`src/hw/rtl/ncc_pkg.sv`:
```
// Shared types and constants for the nested comment classifier.
// Used by every RTL module of the block.
`default_nettype none

package ncc_pkg;

  // Result classes as carried on the output channel
  typedef enum logic [2:0] {
    CLS_CODE    = 3'd0,
    CLS_NEWLINE = 3'd1,
    CLS_LINE    = 3'd2,
    CLS_BLOCK   = 3'd3,
    CLS_END     = 3'd4
  } cls_e;

  // Lexer modes of the front end
  typedef enum logic [2:0] {
    M_CODE  = 3'd0,
    M_HOLD  = 3'd1,
    M_BLOCK = 3'd2,
    M_LINE  = 3'd3,
    M_DIRL  = 3'd4
  } mode_e;

  localparam logic [7:0] CH_HASH = 8'h23;
  localparam logic [7:0] CH_BAR  = 8'h7C;
  localparam logic [7:0] CH_NL   = 8'h0A;

  localparam int unsigned BUF_DEPTH = 9;
  localparam int unsigned NUM_WORDS = 3;

  // Directive words, first byte in the top byte lane
  localparam logic [71:0] DIR_WORDS [NUM_WORDS] = '{
    {"#extern", 16'h0000},
    "#register",
    {"#include", 8'h00}
  };
  localparam logic [3:0] DIR_LEN [NUM_WORDS] = '{4'd7, 4'd9, 4'd8};

  // One result on its way from the front end to the back end
  typedef struct packed {
    logic [7:0] ch;
    cls_e       cls;
    logic       ts;
    logic       last;
    logic       vis;
  } entry_t;

  // Byte at position idx of directive word k
  function automatic logic [7:0] dir_char(input int k, input logic [3:0] idx);
    logic [71:0] w;
    w = DIR_WORDS[k];
    return w[8 * (8 - int'(idx)) +: 8];
  endfunction

endpackage

`default_nettype wire

```
`src/hw/rtl/ncc_in_if.sv`:
```
// Input channel of the classifier: one source byte or an end item.
// Depends on nothing.
`default_nettype none

interface ncc_in_if;
  logic       valid;
  logic       ready;
  logic [7:0] in_char;
  logic       end_marker;

  modport source (output valid, output in_char, output end_marker, input ready);
  modport sink   (input valid, input in_char, input end_marker, output ready);
endinterface

`default_nettype wire

```
`src/hw/rtl/ncc_out_if.sv`:
```
// Output channel of the classifier: one labelled byte with its position.
// Depends on nothing; widths set by parameters.
`default_nettype none

interface ncc_out_if #(
  parameter int unsigned LINE_BITS   = 24,
  parameter int unsigned COLUMN_BITS = 16
);
  logic                   valid;
  logic                   ready;
  logic [7:0]             out_char;
  logic [2:0]             char_class;
  logic                   token_start;
  logic [LINE_BITS-1:0]   line_number;
  logic [COLUMN_BITS-1:0] column_number;
  logic                   last_of_run;

  modport source (output valid, output out_char, output char_class, output token_start,
                  output line_number, output column_number, output last_of_run,
                  input ready);
  modport sink   (input valid, input out_char, input char_class, input token_start,
                  input line_number, input column_number, input last_of_run,
                  output ready);
endinterface

`default_nettype wire

```
`src/hw/rtl/ncc_cfg_if.sv`:
```
// Configuration write channel carrying the drop_comments bit.
// Depends on nothing.
`default_nettype none

interface ncc_cfg_if;
  logic valid;
  logic ready;
  logic data;

  modport source (output valid, output data, input ready);
  modport sink   (input valid, input data, output ready);
endinterface

`default_nettype wire

```
`src/hw/rtl/ncc_front.sv`:
```
// Front end: accepts bytes, runs the lexer and pushes one result a cycle while the queue has room.
// Depends on ncc_pkg; feeds ncc_queue.
`default_nettype none

module ncc_front import ncc_pkg::*; #(
  parameter int unsigned MAX_DEPTH = 255,
  parameter int unsigned DEPTH_BITS = 8
) (
  input  wire logic       clk_i,
  input  wire logic       rst_ni,
  input  wire logic       in_valid_i,
  output logic            in_ready_o,
  input  wire logic [7:0] in_char_i,
  input  wire logic       end_marker_i,
  input  wire logic       cfg_valid_i,
  input  wire logic       cfg_data_i,
  input  wire logic       q_full_i,
  output logic            push_o,
  output entry_t          push_entry_o
);

  localparam logic [DEPTH_BITS-1:0] DEPTH_MAX = DEPTH_BITS'(MAX_DEPTH);

  mode_e                 mode_q, mode_d;
  logic [DEPTH_BITS-1:0] depth_q, depth_d;
  logic [7:0]            pend_q, pend_d;
  logic                  pend_v_q, pend_v_d;
  logic [7:0]            buf_q [BUF_DEPTH];
  logic                  buf_we;
  logic [3:0]            buf_wa;
  logic [3:0]            cnt_q, cnt_d;
  logic [2:0]            cand_q, cand_d;
  logic                  ntf_q, ntf_d;
  logic                  drop_q;
  logic                  fl_act_q, fl_act_d;
  logic [3:0]            fl_idx_q, fl_idx_d;
  logic [3:0]            fl_n_q, fl_n_d;
  cls_e                  fl_cls_q, fl_cls_d;
  logic                  tail_v_q, tail_v_d;
  logic [7:0]            tail_ch_q, tail_ch_d;
  cls_e                  tail_cls_q, tail_cls_d;
  logic                  tail_ts_q, tail_ts_d;
  logic [2:0]            live;
  logic                  done_word;
  logic                  accept;

  function automatic entry_t mk(input logic [7:0] ch, input cls_e cls, input logic ts,
                                input logic last, input logic drop);
    entry_t e;
    e.ch   = ch;
    e.cls  = cls;
    e.ts   = ts;
    e.last = last;
    e.vis  = !(drop && (cls == CLS_LINE || cls == CLS_BLOCK));
    return e;
  endfunction

  assign in_ready_o = !fl_act_q && !tail_v_q && !q_full_i;
  assign accept     = in_valid_i && in_ready_o;

  // Match the incoming byte against the live directive words
  always_comb begin
    live      = '0;
    done_word = 1'b0;
    for (int k = 0; k < NUM_WORDS; k++) begin
      if (cand_q[k] && cnt_q < DIR_LEN[k] && dir_char(k, cnt_q) == in_char_i) begin
        live[k] = 1'b1;
        if (DIR_LEN[k] == cnt_q + 4'd1) done_word = 1'b1;
      end
    end
  end

  // Lexer step and result sequencing
  always_comb begin
    mode_d     = mode_q;
    depth_d    = depth_q;
    pend_d     = pend_q;
    pend_v_d   = pend_v_q;
    cnt_d      = cnt_q;
    cand_d     = cand_q;
    ntf_d      = ntf_q;
    fl_act_d   = fl_act_q;
    fl_idx_d   = fl_idx_q;
    fl_n_d     = fl_n_q;
    fl_cls_d   = fl_cls_q;
    tail_v_d   = tail_v_q;
    tail_ch_d  = tail_ch_q;
    tail_cls_d = tail_cls_q;
    tail_ts_d  = tail_ts_q;
    buf_we     = 1'b0;
    buf_wa     = cnt_q;
    push_o     = 1'b0;
    push_entry_o = mk(8'h00, CLS_CODE, 1'b0, 1'b0, drop_q);

    if (fl_act_q) begin
      // Drain held bytes
      if (!q_full_i) begin
        push_o       = 1'b1;
        push_entry_o = mk(buf_q[fl_idx_q], fl_cls_q, fl_idx_q == 4'd0,
                          (fl_idx_q == fl_n_q - 4'd1) && !tail_v_q, drop_q);
        fl_idx_d     = fl_idx_q + 4'd1;
        if (fl_idx_q == fl_n_q - 4'd1) fl_act_d = 1'b0;
      end
    end else if (tail_v_q) begin
      if (!q_full_i) begin
        push_o       = 1'b1;
        push_entry_o = mk(tail_ch_q, tail_cls_q, tail_ts_q, 1'b1, drop_q);
        tail_v_d     = 1'b0;
      end
    end else if (accept) begin
      if (end_marker_i) begin
        // Flush held bytes, then the end marker; return to reset state
        tail_v_d   = 1'b1;
        tail_ch_d  = 8'h00;
        tail_cls_d = CLS_END;
        tail_ts_d  = 1'b1;
        if (mode_q == M_HOLD && cnt_q != 4'd0) begin
          fl_act_d = 1'b1;
          fl_idx_d = '0;
          fl_n_d   = cnt_q;
          fl_cls_d = CLS_LINE;
        end else if (mode_q == M_BLOCK && pend_v_q) begin
          push_o       = 1'b1;
          push_entry_o = mk(pend_q, CLS_BLOCK, 1'b0, 1'b0, drop_q);
        end
        mode_d   = M_CODE;
        depth_d  = '0;
        pend_d   = '0;
        pend_v_d = 1'b0;
        cnt_d    = '0;
        cand_d   = 3'b111;
        ntf_d    = 1'b1;
      end else begin
        unique case (mode_q)
          M_HOLD: begin
            if (cnt_q == 4'd1 && in_char_i == CH_BAR) begin
              // Block comment opens
              fl_act_d   = 1'b1;
              fl_idx_d   = '0;
              fl_n_d     = 4'd1;
              fl_cls_d   = CLS_BLOCK;
              tail_v_d   = 1'b1;
              tail_ch_d  = in_char_i;
              tail_cls_d = CLS_BLOCK;
              tail_ts_d  = 1'b0;
              cnt_d      = '0;
              depth_d    = DEPTH_BITS'(1);
              mode_d     = M_BLOCK;
            end else if (live == 3'b000) begin
              // Not a directive: held bytes become a line comment
              fl_act_d  = 1'b1;
              fl_idx_d  = '0;
              fl_n_d    = cnt_q;
              fl_cls_d  = CLS_LINE;
              tail_v_d  = 1'b1;
              tail_ch_d = in_char_i;
              cnt_d     = '0;
              cand_d    = '0;
              if (in_char_i == CH_NL) begin
                tail_cls_d = CLS_NEWLINE;
                tail_ts_d  = 1'b1;
                ntf_d      = 1'b1;
                mode_d     = M_CODE;
              end else begin
                tail_cls_d = CLS_LINE;
                tail_ts_d  = 1'b0;
                mode_d     = M_LINE;
              end
            end else begin
              // Hold the byte; a complete word releases the line as code
              buf_we = 1'b1;
              cand_d = live;
              cnt_d  = cnt_q + 4'd1;
              if (done_word) begin
                fl_act_d = 1'b1;
                fl_idx_d = '0;
                fl_n_d   = cnt_q + 4'd1;
                fl_cls_d = CLS_CODE;
                cnt_d    = '0;
                mode_d   = M_DIRL;
              end
            end
          end
          M_BLOCK: begin
            if (pend_v_q) begin
              push_o       = 1'b1;
              push_entry_o = mk(pend_q, CLS_BLOCK, 1'b0, 1'b0, drop_q);
              pend_v_d     = 1'b0;
              pend_d       = '0;
              if ((pend_q == CH_HASH && in_char_i == CH_BAR) ||
                  (pend_q == CH_BAR && in_char_i == CH_HASH)) begin
                tail_v_d   = 1'b1;
                tail_ch_d  = in_char_i;
                tail_cls_d = CLS_BLOCK;
                tail_ts_d  = 1'b0;
                if (pend_q == CH_HASH) begin
                  if (depth_q < DEPTH_MAX) depth_d = depth_q + 1'b1;
                end else begin
                  if (depth_q != '0) depth_d = depth_q - 1'b1;
                  if (depth_q <= DEPTH_BITS'(1)) begin
                    mode_d = M_CODE;
                    ntf_d  = 1'b1;
                  end
                end
              end else if (in_char_i == CH_HASH || in_char_i == CH_BAR) begin
                pend_d   = in_char_i;
                pend_v_d = 1'b1;
              end else begin
                tail_v_d   = 1'b1;
                tail_ch_d  = in_char_i;
                tail_cls_d = CLS_BLOCK;
                tail_ts_d  = 1'b0;
              end
            end else if (in_char_i == CH_HASH || in_char_i == CH_BAR) begin
              pend_d   = in_char_i;
              pend_v_d = 1'b1;
            end else begin
              push_o       = 1'b1;
              push_entry_o = mk(in_char_i, CLS_BLOCK, 1'b0, 1'b1, drop_q);
            end
          end
          M_LINE, M_DIRL: begin
            push_o = 1'b1;
            if (in_char_i == CH_NL) begin
              push_entry_o = mk(in_char_i, CLS_NEWLINE, 1'b1, 1'b1, drop_q);
              ntf_d        = 1'b1;
              mode_d       = M_CODE;
            end else begin
              push_entry_o = mk(in_char_i, (mode_q == M_LINE) ? CLS_LINE : CLS_CODE,
                                1'b0, 1'b1, drop_q);
            end
          end
          default: begin
            mode_d = M_CODE;
            if (in_char_i == CH_NL) begin
              push_o       = 1'b1;
              push_entry_o = mk(in_char_i, CLS_NEWLINE, 1'b1, 1'b1, drop_q);
              ntf_d        = 1'b1;
            end else if (in_char_i == CH_HASH) begin
              buf_we = 1'b1;
              buf_wa = '0;
              cnt_d  = 4'd1;
              cand_d = 3'b111;
              mode_d = M_HOLD;
            end else begin
              push_o       = 1'b1;
              push_entry_o = mk(in_char_i, CLS_CODE, ntf_q, 1'b1, drop_q);
              ntf_d        = 1'b0;
            end
          end
        endcase
        // An item push is last only when nothing follows it
        push_entry_o.last = !tail_v_d && !fl_act_d;
      end
    end
  end

  // Hold the directive bytes
  always_ff @(posedge clk_i) begin
    if (buf_we) buf_q[buf_wa] <= in_char_i;
  end

  // Advance lexer and sequencer state
  always_ff @(posedge clk_i or negedge rst_ni) begin
    if (!rst_ni) begin
      mode_q     <= M_CODE;
      depth_q    <= '0;
      pend_q     <= '0;
      pend_v_q   <= 1'b0;
      cnt_q      <= '0;
      cand_q     <= 3'b111;
      ntf_q      <= 1'b1;
      drop_q     <= 1'b0;
      fl_act_q   <= 1'b0;
      fl_idx_q   <= '0;
      fl_n_q     <= '0;
      fl_cls_q   <= CLS_CODE;
      tail_v_q   <= 1'b0;
      tail_ch_q  <= '0;
      tail_cls_q <= CLS_CODE;
      tail_ts_q  <= 1'b0;
    end else begin
      mode_q     <= mode_d;
      depth_q    <= depth_d;
      pend_q     <= pend_d;
      pend_v_q   <= pend_v_d;
      cnt_q      <= cnt_d;
      cand_q     <= cand_d;
      ntf_q      <= ntf_d;
      fl_act_q   <= fl_act_d;
      fl_idx_q   <= fl_idx_d;
      fl_n_q     <= fl_n_d;
      fl_cls_q   <= fl_cls_d;
      tail_v_q   <= tail_v_d;
      tail_ch_q  <= tail_ch_d;
      tail_cls_q <= tail_cls_d;
      tail_ts_q  <= tail_ts_d;
      if (cfg_valid_i) drop_q <= cfg_data_i;
    end
  end

  // No new byte while held bytes drain
  a_busy_stall: assert property (@(posedge clk_i) disable iff (!rst_ni)
    (fl_act_q || tail_v_q) |-> !in_ready_o) else $error("front accepted while draining");
  a_depth_max: assert property (@(posedge clk_i) disable iff (!rst_ni)
    depth_q <= DEPTH_MAX) else $error("nest depth beyond limit");
  a_hold_cnt: assert property (@(posedge clk_i) disable iff (!rst_ni)
    (mode_q == M_HOLD) |-> (cnt_q != 4'd0 && cnt_q < 4'd9)) else $error("bad hold count");

endmodule

`default_nettype wire

```
`src/hw/rtl/ncc_queue.sv`:
```
// Two-entry queue between front and back end.
// Depends on ncc_pkg for the entry type.
`default_nettype none

module ncc_queue import ncc_pkg::*; (
  input  wire logic   clk_i,
  input  wire logic   rst_ni,
  input  wire logic   push_i,
  input  wire entry_t push_entry_i,
  output logic        full_o,
  input  wire logic   pop_i,
  output logic        valid_o,
  output entry_t      head_o
);

  entry_t     mem_q [2];
  logic       wp_q, rp_q;
  logic [1:0] cnt_q;

  assign full_o  = cnt_q == 2'd2;
  assign valid_o = cnt_q != 2'd0;
  assign head_o  = mem_q[rp_q];

  // Store pushed entries
  always_ff @(posedge clk_i) begin
    if (push_i) mem_q[wp_q] <= push_entry_i;
  end

  // Advance pointers and fill level
  always_ff @(posedge clk_i or negedge rst_ni) begin
    if (!rst_ni) begin
      wp_q  <= 1'b0;
      rp_q  <= 1'b0;
      cnt_q <= '0;
    end else begin
      if (push_i) wp_q <= ~wp_q;
      if (pop_i)  rp_q <= ~rp_q;
      cnt_q <= cnt_q + {1'b0, push_i} - {1'b0, pop_i};
    end
  end

endmodule

`default_nettype wire

```
`src/hw/rtl/ncc_back.sv`:
```
// Back end: tracks line and column, drops hidden results, registers output.
// Depends on ncc_pkg; drained from ncc_queue.
`default_nettype none

module ncc_back import ncc_pkg::*; #(
  parameter int unsigned LINE_BITS   = 24,
  parameter int unsigned COLUMN_BITS = 16
) (
  input  wire logic               clk_i,
  input  wire logic               rst_ni,
  input  wire logic               q_valid_i,
  input  wire entry_t             q_head_i,
  output logic                    pop_o,
  output logic                    out_valid_o,
  input  wire logic               out_ready_i,
  output logic [7:0]              out_char_o,
  output logic [2:0]              char_class_o,
  output logic                    token_start_o,
  output logic [LINE_BITS-1:0]    line_number_o,
  output logic [COLUMN_BITS-1:0]  column_number_o,
  output logic                    last_of_run_o
);

  logic [LINE_BITS-1:0]   line_q, line_d;
  logic [COLUMN_BITS-1:0] col_q, col_d;
  logic                   ov_q;

  assign pop_o       = q_valid_i && (!ov_q || out_ready_i);
  assign out_valid_o = ov_q;

  // Position after this entry
  always_comb begin
    line_d = line_q;
    col_d  = col_q;
    if (q_head_i.cls == CLS_END) begin
      line_d = LINE_BITS'(1);
      col_d  = COLUMN_BITS'(1);
    end else if (q_head_i.ch == CH_NL) begin
      if (line_q != '1) line_d = line_q + 1'b1;
      col_d = COLUMN_BITS'(1);
    end else if (col_q != '1) begin
      col_d = col_q + 1'b1;
    end
  end

  // Capture visible results
  always_ff @(posedge clk_i) begin
    if (pop_o && q_head_i.vis) begin
      out_char_o      <= q_head_i.ch;
      char_class_o    <= q_head_i.cls;
      token_start_o   <= q_head_i.ts;
      line_number_o   <= line_q;
      column_number_o <= col_q;
      last_of_run_o   <= q_head_i.last;
    end
  end

  // Hold counters and output valid
  always_ff @(posedge clk_i or negedge rst_ni) begin
    if (!rst_ni) begin
      line_q <= LINE_BITS'(1);
      col_q  <= COLUMN_BITS'(1);
      ov_q   <= 1'b0;
    end else begin
      if (pop_o) begin
        line_q <= line_d;
        col_q  <= col_d;
      end
      if (pop_o && q_head_i.vis) ov_q <= 1'b1;
      else if (out_ready_i)      ov_q <= 1'b0;
    end
  end

endmodule

`default_nettype wire

```
`src/hw/rtl/nested_comment_classifier_unit.sv`:
```
// Path: an accepted byte is written into the queue, then into the output register.
// Throughput: one byte per cycle while the queue has room; an item with two results
// holds off the next item until both are pushed, and a held prefix drains at one byte a cycle.
// Reset: asynchronous, active low; code mode, line 1, column 1, strip off.
// Depends on ncc_pkg, the channel interfaces, ncc_front, ncc_queue, ncc_back.
`default_nettype none

module nested_comment_classifier_unit import ncc_pkg::*; #(
  parameter int unsigned MAX_DEPTH   = 255,
  parameter int unsigned LINE_BITS   = 24,
  parameter int unsigned COLUMN_BITS = 16
) (
  input  wire logic clk_i,
  input  wire logic rst_ni,
  ncc_in_if.sink    in_ch,
  ncc_out_if.source out_ch,
  ncc_cfg_if.sink   cfg_ch
);

  localparam int unsigned DEPTH_BITS = $clog2(MAX_DEPTH + 1);

  logic   q_full, push, pop, q_valid;
  entry_t push_entry, q_head;

  assign cfg_ch.ready = 1'b1;

  ncc_front #(
    .MAX_DEPTH  (MAX_DEPTH),
    .DEPTH_BITS (DEPTH_BITS)
  ) u_front (
    .clk_i        (clk_i),
    .rst_ni       (rst_ni),
    .in_valid_i   (in_ch.valid),
    .in_ready_o   (in_ch.ready),
    .in_char_i    (in_ch.in_char),
    .end_marker_i (in_ch.end_marker),
    .cfg_valid_i  (cfg_ch.valid),
    .cfg_data_i   (cfg_ch.data),
    .q_full_i     (q_full),
    .push_o       (push),
    .push_entry_o (push_entry)
  );

  ncc_queue u_queue (
    .clk_i        (clk_i),
    .rst_ni       (rst_ni),
    .push_i       (push),
    .push_entry_i (push_entry),
    .full_o       (q_full),
    .pop_i        (pop),
    .valid_o      (q_valid),
    .head_o       (q_head)
  );

  ncc_back #(
    .LINE_BITS   (LINE_BITS),
    .COLUMN_BITS (COLUMN_BITS)
  ) u_back (
    .clk_i           (clk_i),
    .rst_ni          (rst_ni),
    .q_valid_i       (q_valid),
    .q_head_i        (q_head),
    .pop_o           (pop),
    .out_valid_o     (out_ch.valid),
    .out_ready_i     (out_ch.ready),
    .out_char_o      (out_ch.out_char),
    .char_class_o    (out_ch.char_class),
    .token_start_o   (out_ch.token_start),
    .line_number_o   (out_ch.line_number),
    .column_number_o (out_ch.column_number),
    .last_of_run_o   (out_ch.last_of_run)
  );

endmodule

`default_nettype wire

```
`src/flat_wrapper.sv`:
```
// flat-port wrapper written by rule: the top's interface ports become plain ports
module nested_comment_classifier_unit_flat import ncc_pkg::*;
#(
  parameter int unsigned MAX_DEPTH   = 255,
  parameter int unsigned LINE_BITS   = 24,
  parameter int unsigned COLUMN_BITS = 16
)
  (clk_i, rst_ni, in_ch_valid, in_ch_in_char, in_ch_end_marker, in_ch_ready, out_ch_valid, out_ch_out_char, out_ch_char_class, out_ch_token_start, out_ch_line_number, out_ch_column_number, out_ch_last_of_run, out_ch_ready, cfg_ch_valid, cfg_ch_data, cfg_ch_ready);
  ncc_in_if in_ch_i ();
  ncc_out_if #(.LINE_BITS(LINE_BITS), .COLUMN_BITS(COLUMN_BITS)) out_ch_i ();
  ncc_cfg_if cfg_ch_i ();
  input  wire logic clk_i;
  input  wire logic rst_ni;
  input wire logic [$bits(in_ch_i.valid)-1:0] in_ch_valid;
  input wire logic [$bits(in_ch_i.in_char)-1:0] in_ch_in_char;
  input wire logic [$bits(in_ch_i.end_marker)-1:0] in_ch_end_marker;
  output wire logic [$bits(in_ch_i.ready)-1:0] in_ch_ready;
  output wire logic [$bits(out_ch_i.valid)-1:0] out_ch_valid;
  output wire logic [$bits(out_ch_i.out_char)-1:0] out_ch_out_char;
  output wire logic [$bits(out_ch_i.char_class)-1:0] out_ch_char_class;
  output wire logic [$bits(out_ch_i.token_start)-1:0] out_ch_token_start;
  output wire logic [$bits(out_ch_i.line_number)-1:0] out_ch_line_number;
  output wire logic [$bits(out_ch_i.column_number)-1:0] out_ch_column_number;
  output wire logic [$bits(out_ch_i.last_of_run)-1:0] out_ch_last_of_run;
  input wire logic [$bits(out_ch_i.ready)-1:0] out_ch_ready;
  input wire logic [$bits(cfg_ch_i.valid)-1:0] cfg_ch_valid;
  input wire logic [$bits(cfg_ch_i.data)-1:0] cfg_ch_data;
  output wire logic [$bits(cfg_ch_i.ready)-1:0] cfg_ch_ready;
  assign in_ch_i.valid = in_ch_valid;
  assign in_ch_i.in_char = in_ch_in_char;
  assign in_ch_i.end_marker = in_ch_end_marker;
  assign in_ch_ready = in_ch_i.ready;
  assign out_ch_valid = out_ch_i.valid;
  assign out_ch_out_char = out_ch_i.out_char;
  assign out_ch_char_class = out_ch_i.char_class;
  assign out_ch_token_start = out_ch_i.token_start;
  assign out_ch_line_number = out_ch_i.line_number;
  assign out_ch_column_number = out_ch_i.column_number;
  assign out_ch_last_of_run = out_ch_i.last_of_run;
  assign out_ch_i.ready = out_ch_ready;
  assign cfg_ch_i.valid = cfg_ch_valid;
  assign cfg_ch_i.data = cfg_ch_data;
  assign cfg_ch_ready = cfg_ch_i.ready;
  nested_comment_classifier_unit #(.MAX_DEPTH(MAX_DEPTH), .LINE_BITS(LINE_BITS), .COLUMN_BITS(COLUMN_BITS)) u_core (.clk_i(clk_i), .rst_ni(rst_ni), .in_ch(in_ch_i), .out_ch(out_ch_i), .cfg_ch(cfg_ch_i));
endmodule
```
`config.mk`:
```
export PLATFORM = sky130hd
export DESIGN_NAME = nested_comment_classifier_unit_flat
export DESIGN_NICKNAME = d
export VERILOG_FILES = /design/src/hw/rtl/ncc_pkg.sv /design/src/hw/rtl/ncc_in_if.sv /design/src/hw/rtl/ncc_out_if.sv /design/src/hw/rtl/ncc_cfg_if.sv /design/src/hw/rtl/ncc_front.sv /design/src/hw/rtl/ncc_queue.sv /design/src/hw/rtl/ncc_back.sv /design/src/hw/rtl/nested_comment_classifier_unit.sv /design/src/flat_wrapper.sv
export SDC_FILE = /design/constraint.sdc
export NUM_CORES = 1
export LEC_CHECK = 0
export ABC_AREA = 1
export BUFFER_PORTS_ARGS = -buffer_cell sky130_fd_sc_hd__buf_2
export CAP_MARGIN = 20
export CELL_PAD_IN_SITES_DETAIL_PLACEMENT = 1
export CELL_PAD_IN_SITES_GLOBAL_PLACEMENT = 1
export CORE_MARGIN = 8
export CORE_UTILIZATION = 50
export DETAILED_ROUTE_END_ITERATION = 16
export PLACE_DENSITY = 0.92
export SYNTH_ARGS = -nofsm -noshare
export SYNTH_HDL_FRONTEND = slang
export SYNTH_SLANG_ARGS = --single-unit
```
`constraint.sdc`:
```
create_clock -name clk_i -period 6.6 [get_ports clk_i]
set_input_delay 1.32 -clock clk_i [delete_from_list [all_inputs] [get_ports clk_i]]
set_output_delay 1.32 -clock clk_i [all_outputs]
set_load 0.005 [all_outputs]
```
==> results of run 1 <==
## logic make-up (layout without fill, tap and decap cells)
family                   Yosys count  in the layout
adder cells (fa/ha/maj)           17             17
AO/OA/AOI/OAI                    240            240
buffers and inverters            204            282
multiplexers                       2              2
AND/OR/NAND/NOR                  700            700
flip-flops                       251            251
XOR/XNOR                          17             17
other                              1              1
## worst paths after layout
path,depth (start not counted),endpoint
max,15,u_core.u_front.buf_q[4][5]$_DFFE_PP_
min,0,u_core.u_back.column_number_o[15]$_DFFE_PP_
max reg2reg,15,u_core.u_front.buf_q[4][5]$_DFFE_PP_
min reg2reg,0,u_core.u_back.column_number_o[15]$_DFFE_PP_
max in group asynchronous,2,u_core.u_front.mode_q[1]$_DFFE_PN0P_
min in group asynchronous,1,u_core.u_back.line_q[16]$_DFFE_PN0P_
## critical path: cells and delay by family, from the launching register on
kind	cells	cell delay, ps
flip-flops	1	750
adder cells (fa/ha/maj)	1	370
buffers and inverters	3	480
AND/OR/NAND/NOR	11	2400
## layout by cell type (no fill, tap or decap), types with 15 or more instances in the layout
master	synthesis	layout
nand2_1	323	323
edfxtp_1	153	153
nor2_1	146	145
inv_1	141	141
nand3_1	104	104
o21ai_0	92	92
dfrtp_1	92	92
buf_2	11	69
a21oi_1	62	62
nand4_1	33	33
nor3_1	31	31
clkbuf_16	0	27
nor4_1	17	17
ha_1	17	17
o21ai_1	15	15
## cell type report
class                   count  area, µm²
clock buffers              41        758
clock inverters             9        120
fillers                  2994      11300
inverters                 156        593
multi-input cells         977       5000
flip-flops and latches    251       7050
well taps                 335        419
repair buffers             76        402
## flip-flops by register name, indices dropped and copies added, names as in the netlist, 2 cells and up
signal	cells
u_core.u_front.mode_q	3
u_core.u_front.pend_q	8
u_core.u_front.fl_cls_q	2
u_core.u_front.depth_q	8
u_core.u_front.cnt_q	4
u_core.u_front.cand_q	3
u_core.u_back.out_char_o	8
u_core.u_front.tail_cls_q	3
u_core.u_back.line_q	24
u_core.u_front.fl_idx_q	4
u_core.u_back.col_q	16
u_core.u_back.column_number_o	16
u_core.u_back.line_number_o	24
u_core.u_back.char_class_o	3
u_core.u_queue.cnt_q	2
u_core.u_front.tail_ch_q	8
u_core.u_queue.mem_q	28
u_core.u_front.buf_q	72
u_core.u_front.fl_n_q	4
## through the flow
step | setup WS, ps | hold slack, ps
floorplan | 2410 | 423
global placement | 1980 | 433
detailed placement | 1610 | 434
CTS | 2130 | 449
global route | 1870 | 472
finish | 2170 | 449
## power by group through the flow
stage	clock (mW)	sequential, mW	combinational [mW]
floorplan	0	2.51	1.81
global placement	0	2.60	2.37
detailed placement	0	2.65	2.55
CTS	1.53	2.63	2.59
global route	1.58	2.68	2.90
finish	1.52	2.64	2.62
## layer usage
| layer | track usage (%) | vias up |
|---|---|---|
| li1 | - | 5019 |
| met1 | 30.8 | 5567 |
| met2 | 47.3 | 430 |
| met3 | 3.80 | 152 |
| met4 | 12.6 | 0 |
| met5 | 0 | - |
==> summary.txt, run 1 <==
Outcome
  – Status: complete, no violations

Power
  – Sw frac: 41.9%
  – Pleak: 6.09 nW
  – PD cells: 473 nW/µm²
  – Max VDD drop: 0.311 mV
  – Comb pwr share: between 30 and 40%
  – Switch Pwr: 2.84 mW
  – P_int: 3.94 mW
  – Sequential power share: 38.9%
  – Clk pwr share: 22.4%
  – Pwr Total: 6.78 mW

Floorplan
  – I/O pin total: 71
  – Starting Density: roughly 50%
  – Die width: 177 µm
  – Die Y-Extent: 177 µm
  – Die area: between 30000 and 40000 µm²
  – Core area: 25700 µm²
  – Core Rows: 59

Clock tree
  – Postcts setup bufs: 0
  – Clk_lat worst skew: 540 ps
  – CTS Buf Count: 27
  – Clk pin slew, worst setup/hold paths: 60 ps
  – Hold_buf cts: 0
  – Post-cts sizing count: 0
  – CTS H-tree lvls: 1
  – Clock root cell: clkbuf_16
  – TritonCTS Sinks: 251
  – Clk buf depth: 3
  – CTS tree: built

Route
  – Routed vias: approximately 11000
  – DR WL/cell: approximately 23 µm
  – Wire length on met1: 16100 µm
  – # DRC: 0
  – First-pass iteration count of the detailed router: 5
  – Metal2 WL: 21300 µm
  – Final wirelength: 41700 µm
  – Routed Antenna Nets: 0
  – Post-DR vias/cell: 6.05
  – DR top layer: met4
  – DRT iter0 DRCs: ~900
  – Met3 WL: 2310 µm

Finish
  – Synth-to-layout area growth: 11.1%
  – Final Instance Area: 14300 µm²
  – Core Util, Final: 55.8%
  – Post-route insts no fill: 1845
  – Final nets: 1521
  – Layout cell share with drive strength beyond 1: between 10% and 20%
  – ANT cells: 0

Setup path
  – Worst R2R Setup Slack: 2170 ps
  – Critical path arrival: about 4600 ps
  – Worst-path maximum fanout: 16
  – Required time worst endpoint: 6740 ps
  – Worst Path Class, Setup: register to register
  – Type of origin of the critical path: register
  – Crit path max-delay cell type: nor3_1
  – Critical Path Source: u_core.u_front.cnt_q[0]$_DFFE_PN0P_
  – Reg-to-Reg Start: u_core.u_front.cnt_q[0]$_DFFE_PN0P_
  – CP Capture Type: register
  – Largest stage delay, worst path: 820 ps
  – Critical path, cell by cell: inv_4, ha_1, inv_1, nand2_1, nand2_2, inv_2, nand3_1, nand2_1, nand3_1, nand2_1, nor2_2, nand3_2, nand4_1, nand3_1, nor3_1

Timing
  – Clk_skew: 26.3 ps
  – Max Fclk: 0.226 GHz
  – Slew of the pin with the lowest slew margin: 1110 ps
  – # setup viols final: 0
  – RSZ-0062 raised after global routing: false
  – Final Slew Violations: 0
  – Rel. slew slack: 26.2%
  – Min cycle time layout: 4430 ps
  – Final hold violations: 0
  – Final setup TNS: 0 ps
  – Fin crit share: 67.1%

Worst hold path
  – Hold wc startpoint: u_core.u_back.col_q[15]$_DFFE_PN0P_
  – Worst min path class: register to register

Synth
  – Mapped cell area: 12900 µm²
  – Primary FF master, synth: edfxtp_1
  – Post-synthesis mux area share: less than 1%
  – Ys async rst share: 39.0%
  – #FFs+latches synth: 251
  – Simple-gate portion of the synthesized area: around 24%
  – Synth top area share: 35.6%
  – Avg Inst Size Synth: 9.01 µm²
  – Compound-cell area share of the yosys netlist: 11.2%
  – Top post-synthesis cells by area: edfxtp_1 36%, dfrtp_1 18%, nand2_1 9.4%, nor2_1 4.2%, inv_1 4.1%
  – Post-synthesis xor/xnor area fraction: 1.15%
  – Largest family of logic cells by synthesized area: simple AND/OR/NAND/NOR gates
  – Most frequent cells after synthesis: 323 x nand2_1, 153 x edfxtp_1, 146 x nor2_1
  – Number of flops mapped to enable cells by yosys: 153
  – Synth Warn #: 0
  – Syn_nets: 1464
  – Distinct cells, synth: 60
  – Leading area contributor after synthesis: edfxtp_1
  – Adder-Cell Fraction of Synth Area: under 10%
  – Seq/Total Area, Yosys: 54.6%
  – Most numerous cell in the Yosys netlist: nand2_1
  – Synth Instances: 1432

Placed design
  – IO Port Bufs: 69
  – Post-DP HPWL: 29900 µm
  – DP Cell Count: between 1500 and 2000
  – Final estimated routing congestion in global placement: slightly above 1
  – DP Area: between 10000 and 15000 µm²

GRT
  – Number of global-route vias before repair: 12000
  – Congestion Overflow GR: 0
  – Initial antenna violation count: 0
  – GRT Total Usage: between 20% and 30%
  – First-pass GRT wire length: ~66000 µm
  – Largest net degree at the start of global routing: 63

Flow run
  – Max-cap violations: 0
No activity file was read; power rests on OpenSTA's default activity.
==> run 2, diff against run 1 <==
- ABC_AREA: 1 -> 0
- PLACE_DENSITY: 0.92 -> 0.88
- clock period: 6.6 -> 4.1 ns (I/O delays scaled with it)
==> summary.txt, run 2 <==
Outcome
  – Status: complete, no violations (unchanged)

Placed design
  – Post-DP HPWL: 25900 µm (was 29900 µm)
  – Final estimated routing congestion in global placement: 0.945 (was 1.01)
  – Setup WS pre-CTS: 107 ps (was 1610 ps)
  – DP Cell Count: 1451 (was 1792)
  – DP Area: 13300 µm² (was 13400 µm²)
  – IO Port Bufs: 69 (unchanged)

Floorplan
  – Core Rows: 58 (was 59)
  – Starting Density: 50.2% (about the same)
  – I/O pin total: 71 (unchanged)
  – Die area: 30300 µm² (was 31200 µm²)
  – Die width: 174 µm (was 177 µm)
  – Die Y-Extent: 174 µm (was 177 µm)
  – Core area: 24900 µm² (was 25700 µm²)

Timing
  – Final Slew Violations: 0 (unchanged)
  – Fin crit share: 94.3% (was 67.1%)
  – Rel. slew slack: 34.7% (was 26.2%)
  – Final hold violations: 0 (unchanged)
  – Clk_skew: 23.9 ps (was 26.3 ps)
  – Max Fclk: 0.259 GHz (was 0.226 GHz)
  – Final setup TNS: 0 ps (unchanged)
  – RSZ-0062 raised after global routing: false (unchanged)
  – # setup viols final: 0 (unchanged)
  – Slew of the pin with the lowest slew margin: 979 ps (was 1110 ps)
  – Setup WS post-layout: 235 ps (was 2170 ps)
  – Min cycle time layout: 3870 ps (was 4430 ps)

Setup path
  – Critical Path Source: u_core.u_front.cnt_q[0]$_DFFE_PN0P_ (unchanged)
  – Reg-to-Reg Start: u_core.u_front.cnt_q[0]$_DFFE_PN0P_ (unchanged)
  – Largest stage delay, worst path: 530 ps (was 820 ps)
  – Critical path arrival: 4240 ps (was 4560 ps)
  – Worst-path maximum fanout: 16 (unchanged)
  – Crit path max-delay cell type: ha_1 (was nor3_1)
  – Required time worst endpoint: 4470 ps (was 6740 ps)
  – CP Capture Type: register (unchanged)
  – Type of origin of the critical path: register (unchanged)
  – Critical path, cell by cell: clkinv_1, ha_1, buf_12, nor2b_1, a2111oi_4, xnor2_1, o211ai_1, a2111oi_2, a211oi_1, nor2_2, a21oi_2, buf_4, o21ai_0 (was inv_4, ha_1, inv_1, nand2_1, nand2_2, inv_2, nand3_1, nand2_1, nand3_1, nand2_1, nor2_2, nand3_2, nand4_1, nand3_1, nor3_1)
  – Worst Path Class, Setup: register to register (unchanged)

Synth
  – Mapped cell area: 12500 µm² (was 12900 µm²)
  – Number of flops mapped to enable cells by yosys: 153 (unchanged)
  – Synth Warn #: 0 (unchanged)
  – Most frequent cells after synthesis: 153 x edfxtp_1, 96 x nor2_1, 92 x dfrtp_1 (was 323 x nand2_1, 153 x edfxtp_1, 146 x nor2_1)
  – Leading area contributor after synthesis: edfxtp_1 (unchanged)
  – Distinct cells, synth: 97 (was 60)
  – Syn_nets: 1091 (was 1464)
  – Top post-synthesis cells by area: edfxtp_1 37%, dfrtp_1 18%, mux4_2 2.9%, nor2_1 2.9%, nand2_1 2.3% (was edfxtp_1 36%, dfrtp_1 18%, nand2_1 9.4%, nor2_1 4.2%, inv_1 4.1%)
  – Seq/Total Area, Yosys: 56.5% (was 54.6%)
  – Most numerous cell in the Yosys netlist: edfxtp_1 (was nand2_1)
  – Synth top area share: 36.8% (was 35.6%)
  – #FFs+latches synth: 251 (unchanged)
  – Primary FF master, synth: edfxtp_1 (unchanged)
  – Synth Instances: 1059 (was 1432)
  – Avg Inst Size Synth: 11.8 µm² (was 9.01 µm²)
  – Ys async rst share: 39.0% (unchanged)

Finish
  – Top reg by flops: u_core.u_front.buf_q (unchanged)
  – # fillers: 2573 (was 2994)
  – Final nets: 1185 (was 1521)
  – Largest regs: u_core.u_front.buf_q x72, u_core.u_queue.mem_q x28 (unchanged)
  – Commonest non-fill, non-tap cells in the layout: 153 x edfxtp_1, 95 x nor2_1, 92 x dfrtp_1, 76 x nand2_1, 69 x buf_2 (was 323 x nand2_1, 153 x edfxtp_1, 145 x nor2_1, 141 x inv_1, 104 x nand3_1)
  – Commonest non-fill, non-tap cell in the layout: edfxtp_1 (was nand2_1)
  – Synth-to-layout area growth: 14.1% (was 11.1%)
  – Final Instance Area: 14300 µm² (about the same)
  – Layout cell share with drive strength beyond 1: 19.6% (was 11.7%)
  – Max reg flops: 72 (unchanged)
  – Post-route insts no fill: 1503 (was 1845)
  – ANT cells: 0 (unchanged)

Route
  – # DRC: 0 (unchanged)
  – Post-DR vias/cell: 6.57 (was 6.05)
  – DRT iter0 DRCs: 1220 (was 881)
  – Routed Antenna Nets: 0 (unchanged)
  – First-pass iteration count of the detailed router: 6 (was 5)
  – Routed vias: 9872 (was 11200)
  – Final wirelength: 40900 µm (was 41700 µm)
  – DR WL/cell: 27.2 µm (was 22.6 µm)

Clock tree
  – TritonCTS Sinks: 251 (unchanged)
  – Hold_buf cts: 0 (unchanged)
  – Clock root cell: clkbuf_16 (unchanged)
  – CTS Buf Count: 27 (unchanged)
  – CTS H-tree lvls: 1 (unchanged)
  – Clk_lat worst skew: 550 ps (was 540 ps)
  – Clk buf depth: 3 (unchanged)
  – Clk pin slew, worst setup/hold paths: 60 ps (about the same)
  – CTS tree: built (unchanged)

Power
  – PD cells: 599 nW/µm² (was 473 nW/µm²)
  – Max VDD drop: 0.457 mV (was 0.311 mV)
  – Pleak: 5.52 nW (was 6.09 nW)
  – Pwr Total: 8.54 mW (was 6.78 mW)

Worst hold path
  – Worst min path class: input port to asynchronous set/reset pin (was register to register)

GRT
  – First-pass GRT wire length: 63500 µm (was 65700 µm)
  – Congestion Overflow GR: 0 (unchanged)
  – Largest net degree at the start of global routing: 54 (was 63)
  – GRT Total Usage: 26.4% (about the same)
  – Number of global-route vias before repair: 10400 (was 12000)
  – Initial antenna violation count: 1 (was 0)

Flow run
  – Max-cap violations: 0 (unchanged)
-- run 2: timing repair --
item                                    4_1_cts  5_1_grt
endpoints found under the setup margin        0       64
buffers inserted                              0        2
gates resized for setup                       0        2
-- run 2: stage by stage --
step,util (%),hold slack [ps]
2_1_floorplan,-,448
3_3_place_gp,53.6,472
3_5_place_dp,53.6,483
4_1_cts,57.2,306
5_1_grt,57.3,328
6_report,57.3,284
-- run 2: metal layers --
layer | global-route usage, % | wire length, µm | vias up | part of all wire (%)
met1 | 32.8 | 16200 | 5019 | 40
met5 | 0 | 13 | - | 0.032
met3 | 5.01 | 3150 | 119 | 7.7
li1 | - | - | 4152 | -
met2 | 45.1 | 20200 | 580 | 49
met4 | 10.2 | 1380 | 2 | 3.4
-- run 2: area by class of cell --
| cell class | count | area [µm²] | share of cell area (%) |
|---|---|---|---|
| clock buffers | 33 | 698 | 4.90 |
| clock inverters | 16 | 194 | 1.36 |
| inverters | 29 | 109 | 0.763 |
| multi-input cells | 722 | 5030 | 35.3 |
| flip-flops and latches | 251 | 7050 | 49.5 |
| well taps | 330 | 413 | 2.90 |
| repair buffers | 122 | 756 | 5.30 |
-- run 2: power breakdown --
| part | switching (mW) | internal [mW] |
|---|---|---|
| Sequential | 0.538 | 3.34 |
| Combinational | 1.27 | 0.863 |
| Clock | 1.06 | 1.47 |
| Total | 2.87 | 5.68 |
-- run 2: path summary, 6_finish.rpt --
kind | to | slack, ps | depth (start not counted)
setup / recovery | u_core.u_front.fl_idx_q[0]$_DFFE_PN0P_ | 230 | 13
hold / removal | u_core.u_back.col_q[3]$_DFFE_PN0P_ | 280 | 1
setup reg to reg | u_core.u_front.fl_idx_q[0]$_DFFE_PN0P_ | 230 | 13
hold reg to reg | u_core.u_front.tail_cls_q[0]$_DFFE_PN0P_ | 500 | 1
max in group asynchronous | u_core.u_back.line_q[0]$_DFFE_PN1P_ | 2830 | 2
min in group clk_i | u_core.u_front.tail_cls_q[0]$_DFFE_PN0P_ | 500 | 1
-- run 2: kinds of logic after synthesis --
kind of cell / synth area share, %
other cells: 0.0300
simple gates: 15.1
compound gates: 13.5
xor+xnor: 4.07
flops: 56.5
buf+inv: 3.37
mux: 5.79
fa+ha+maj: 1.70
-- run 2: worst max-delay path, delay by kind of cell (launching register included) --
kind | cells | cell delay [ps]
simple gates | 2 | 350
buf+inv | 3 | 550
flops | 1 | 360
fa+ha+maj | 1 | 530
xor+xnor | 1 | 220
compound gates | 6 | 1700
==> run 3, diff against run 2 <==
- ABC_AREA: 0 -> 1
- CORE_UTILIZATION: 50 -> 48
- PLACE_DENSITY: 0.88 -> 0.89
==> summary.txt, run 3 (synthesis gave the netlist of run 1 again) <==
Timing
  – Clk_skew: 22.7 ps (was 23.9 ps)
  – Final hold violations: 0 (unchanged)
  – # setup viols final: 0 (unchanged)
  – Final setup TNS: 0 ps (unchanged)
  – Max Fclk: 0.266 GHz (was 0.259 GHz)
  – Final Slew Violations: 0 (unchanged)
  – Rel. slew slack: 30.8% (was 34.7%)
  – Min cycle time layout: 3760 ps (was 3870 ps)
  – Fin crit share: 91.8% (was 94.3%)
  – Final hold slack: 344 ps (was 284 ps)
  – RSZ-0062 raised after global routing: false (unchanged)
  – Slew of the pin with the lowest slew margin: 1030 ps (was 979 ps)

Floorplan
  – Core Rows: 60 (was 58)
  – Die area: 32400 µm² (was 30300 µm²)
  – Starting Density: 48.4% (was 50.2%)
  – Die Y-Extent: 180 µm (was 174 µm)
  – Die width: 180 µm (was 174 µm)
  – Core area: 26700 µm² (was 24900 µm²)
  – I/O pin total: 71 (unchanged)

GRT
  – First-pass GRT wire length: 66400 µm (was 63500 µm)
  – GRT Total Usage: 25.3% (was 26.4%)
  – Initial antenna violation count: 0 (was 1)
  – Largest net degree at the start of global routing: 56 (was 54)
  – Number of global-route vias before repair: 12100 (was 10400)
  – Congestion Overflow GR: 0 (unchanged)

Clock tree
  – TritonCTS Sinks: 251 (unchanged)
  – CTS Buf Count: 28 (was 27)
  – CTS tree: built (unchanged)
  – Clk pin slew, worst setup/hold paths: 60 ps (about the same)
  – Clk_lat worst skew: 560 ps (was 550 ps)
  – Postcts setup bufs: 0 (unchanged)
  – Clock root cell: clkbuf_16 (unchanged)
  – Clk buf depth: 3 (unchanged)
  – CTS H-tree lvls: 1 (unchanged)

Finish
  – Final nets: 1543 (was 1185)
  – ANT cells: 0 (unchanged)
  – Commonest non-fill, non-tap cell in the layout: nand2_1 (was edfxtp_1)
  – Commonest non-fill, non-tap cells in the layout: 323 x nand2_1, 153 x edfxtp_1, 144 x nor2_1, 141 x inv_1, 104 x nand3_1 (was 153 x edfxtp_1, 95 x nor2_1, 92 x dfrtp_1, 76 x nand2_1, 69 x buf_2)
  – Top reg by flops: u_core.u_front.buf_q (unchanged)
  – Largest regs: u_core.u_front.buf_q x72, u_core.u_queue.mem_q x28 (unchanged)
  – Max reg flops: 72 (unchanged)
  – Layout cell share with drive strength beyond 1: 13.2% (was 19.6%)
  – Synth-to-layout area growth: 12.5% (was 14.1%)
  – Core Util, Final: 54.5% (was 57.3%)

Setup path
  – Worst Path Class, Setup: register to register (unchanged)
  – Crit path max-delay cell type: dfrtp_1 (was ha_1)
  – Worst R2R Setup Slack: 340 ps (was 230 ps)
  – Critical path, cell by cell: inv_1, ha_1, inv_1, nand2_1, nand2_2, nand4_1, nand2_2, nand2_1, nand2_1, nand2_1, nor2_1, nand3_2, nand3_4, nand2_4, inv_2, nand2_2, nand2_2, nand2_1, nand2_1, nand2_1 (was clkinv_1, ha_1, buf_12, nor2b_1, a2111oi_4, xnor2_1, o211ai_1, a2111oi_2, a211oi_1, nor2_2, a21oi_2, buf_4, o21ai_0)
  – Reg-to-reg endpoint: u_core.u_front.fl_idx_q[3]$_DFFE_PN0P_ (was u_core.u_front.fl_idx_q[0]$_DFFE_PN0P_)
  – FF-to-FF path depth: 20 (was 13)
  – Type of origin of the critical path: register (unchanged)
  – Worst-path maximum fanout: 14 (was 16)
  – Worst path most repeated cell: nand2_1
  – CP bufs+invs: 3 (unchanged)
  – Largest stage delay, worst path: 650 ps (was 530 ps)
  – Reg-to-Reg Start: u_core.u_front.cnt_q[1]$_DFFE_PN0P_ (was u_core.u_front.cnt_q[0]$_DFFE_PN0P_)
  – Required time worst endpoint: 4520 ps (was 4470 ps)
  – Critical path arrival: 4180 ps (was 4240 ps)
  – CP Capture Type: register (unchanged)
  – CP top delay family: simple AND/OR/NAND/NOR gates (was compound AO/OA/AOI/OAI gates)

Route
  – Post-DR vias/cell: 6.01 (was 6.57)
  – # DRC: 0 (unchanged)
  – First-pass iteration count of the detailed router: 7 (was 6)
  – Routed vias: 11300 (was 9872)
  – Routed Antenna Nets: 0 (unchanged)
  – DR WL/cell: 22.3 µm (was 27.2 µm)
  – Final wirelength: 41800 µm (was 40900 µm)
  – DRT iter0 DRCs: 1070 (was 1220)

Worst hold path
  – Worst min path class: input port to asynchronous set/reset pin (unchanged)

Outcome
  – Status: complete, no violations (unchanged)

Power
  – Max VDD drop: 0.372 mV (was 0.457 mV)
  – Pleak: 6.20 nW (was 5.52 nW)
  – PD cells: 754 nW/µm² (was 599 nW/µm²)

Flow run
  – Max-cap violations: 0 (unchanged)

Placed design
  – Post-DP HPWL: 29000 µm (was 25900 µm)
  – IO Port Bufs: 69 (unchanged)
  – Final estimated routing congestion in global placement: 0.978 (was 0.945)
[run 3: changes by cell type in the layout (fill, tap and decap cells not counted), moves of 19 or more]
cell,before,now
xor2_1,31,12
xnor2_1,27,5
o21ai_0,54,92
nor2_1,95,144
nand2_1,76,323
a21oi_1,33,62
nand2b_1,23,0
nor2b_1,21,0
inv_1,26,141
nand3_1,29,104
buf_4,52,29
[run 3: per-stage QoR]
stage                     setup slack, ps  instances  power (mW)  cell area [µm²]
after floorplan                       415       1432        6.94            12900
after global placement                568       1822        8.01            13600
after detailed placement              274       1822        8.36            13600
after CTS                             268       1874        10.9            14500
after global routing                 74.3       1874        11.6            14500
final                                 338       1874        11.0            14500
[run 3: what timing repair did]
| action | in CTS | in global routing |
|---|---|---|
| setup endpoints to repair | 0 | 8 |
| resized for setup | 0 | 1 |
| hold buffers | 0 | 0 |
[run 3: power by group]
part,total [mW],leakage (nW),internal [mW],switching [mW]
Clock,2.49,0.430,1.41,1.08
Combinational,4.25,3.08,1.24,3.01
Sequential,4.21,2.69,3.66,0.554
Total,11.0,6.20,6.31,4.64
[run 3: how the worst max path moves through the flow]
| stage | start | endpoint | cells after the start |
|---|---|---|---|
| global placement | u_core.u_front.cnt_q[1]$_DFFE_PN0P_ | u_core.u_front.buf_q[3][4]$_DFFE_PP_ | 15 |
| finish | u_core.u_front.cnt_q[1]$_DFFE_PN0P_ | u_core.u_front.fl_idx_q[3]$_DFFE_PN0P_ | 20 |
| floorplan | out_ch_ready | u_core.u_back.char_class_o[0]$_DFFE_PP_ | 2 |
| global route | u_core.u_front.cnt_q[1]$_DFFE_PN0P_ | u_core.u_front.fl_idx_q[3]$_DFFE_PN0P_ | 20 |
| detailed placement | u_core.u_front.cnt_q[1]$_DFFE_PN0P_ | u_core.u_front.buf_q[3][0]$_DFFE_PP_ | 15 |
| CTS | u_core.u_front.cnt_q[1]$_DFFE_PN0P_ | u_core.u_front.buf_q[3][4]$_DFFE_PP_ | 15 |
[run 3: final cells by class]
| type | count | area, µm² |
|---|---|---|
| inverter | 156 | 593 |
| clock inverter | 16 | 149 |
| tap | 341 | 427 |
| fill | 3104 | 12100 |
| sequential | 251 | 7050 |
| multi-input combinational | 977 | 5000 |
| timing repair buffer | 97 | 558 |
| clock buffer | 36 | 741 |
[run 3: layer usage]
layer / vias up / part of all wire, % / global-route usage [%]
met3: 127 / 6.0 / 3.53
met5: - / 0 / 0
met4: 0 / 4.6 / 12.0
met2: 476 / 50 / 45.3
li1: 5071 / - / -
met1: 5589 / 39 / 29.6
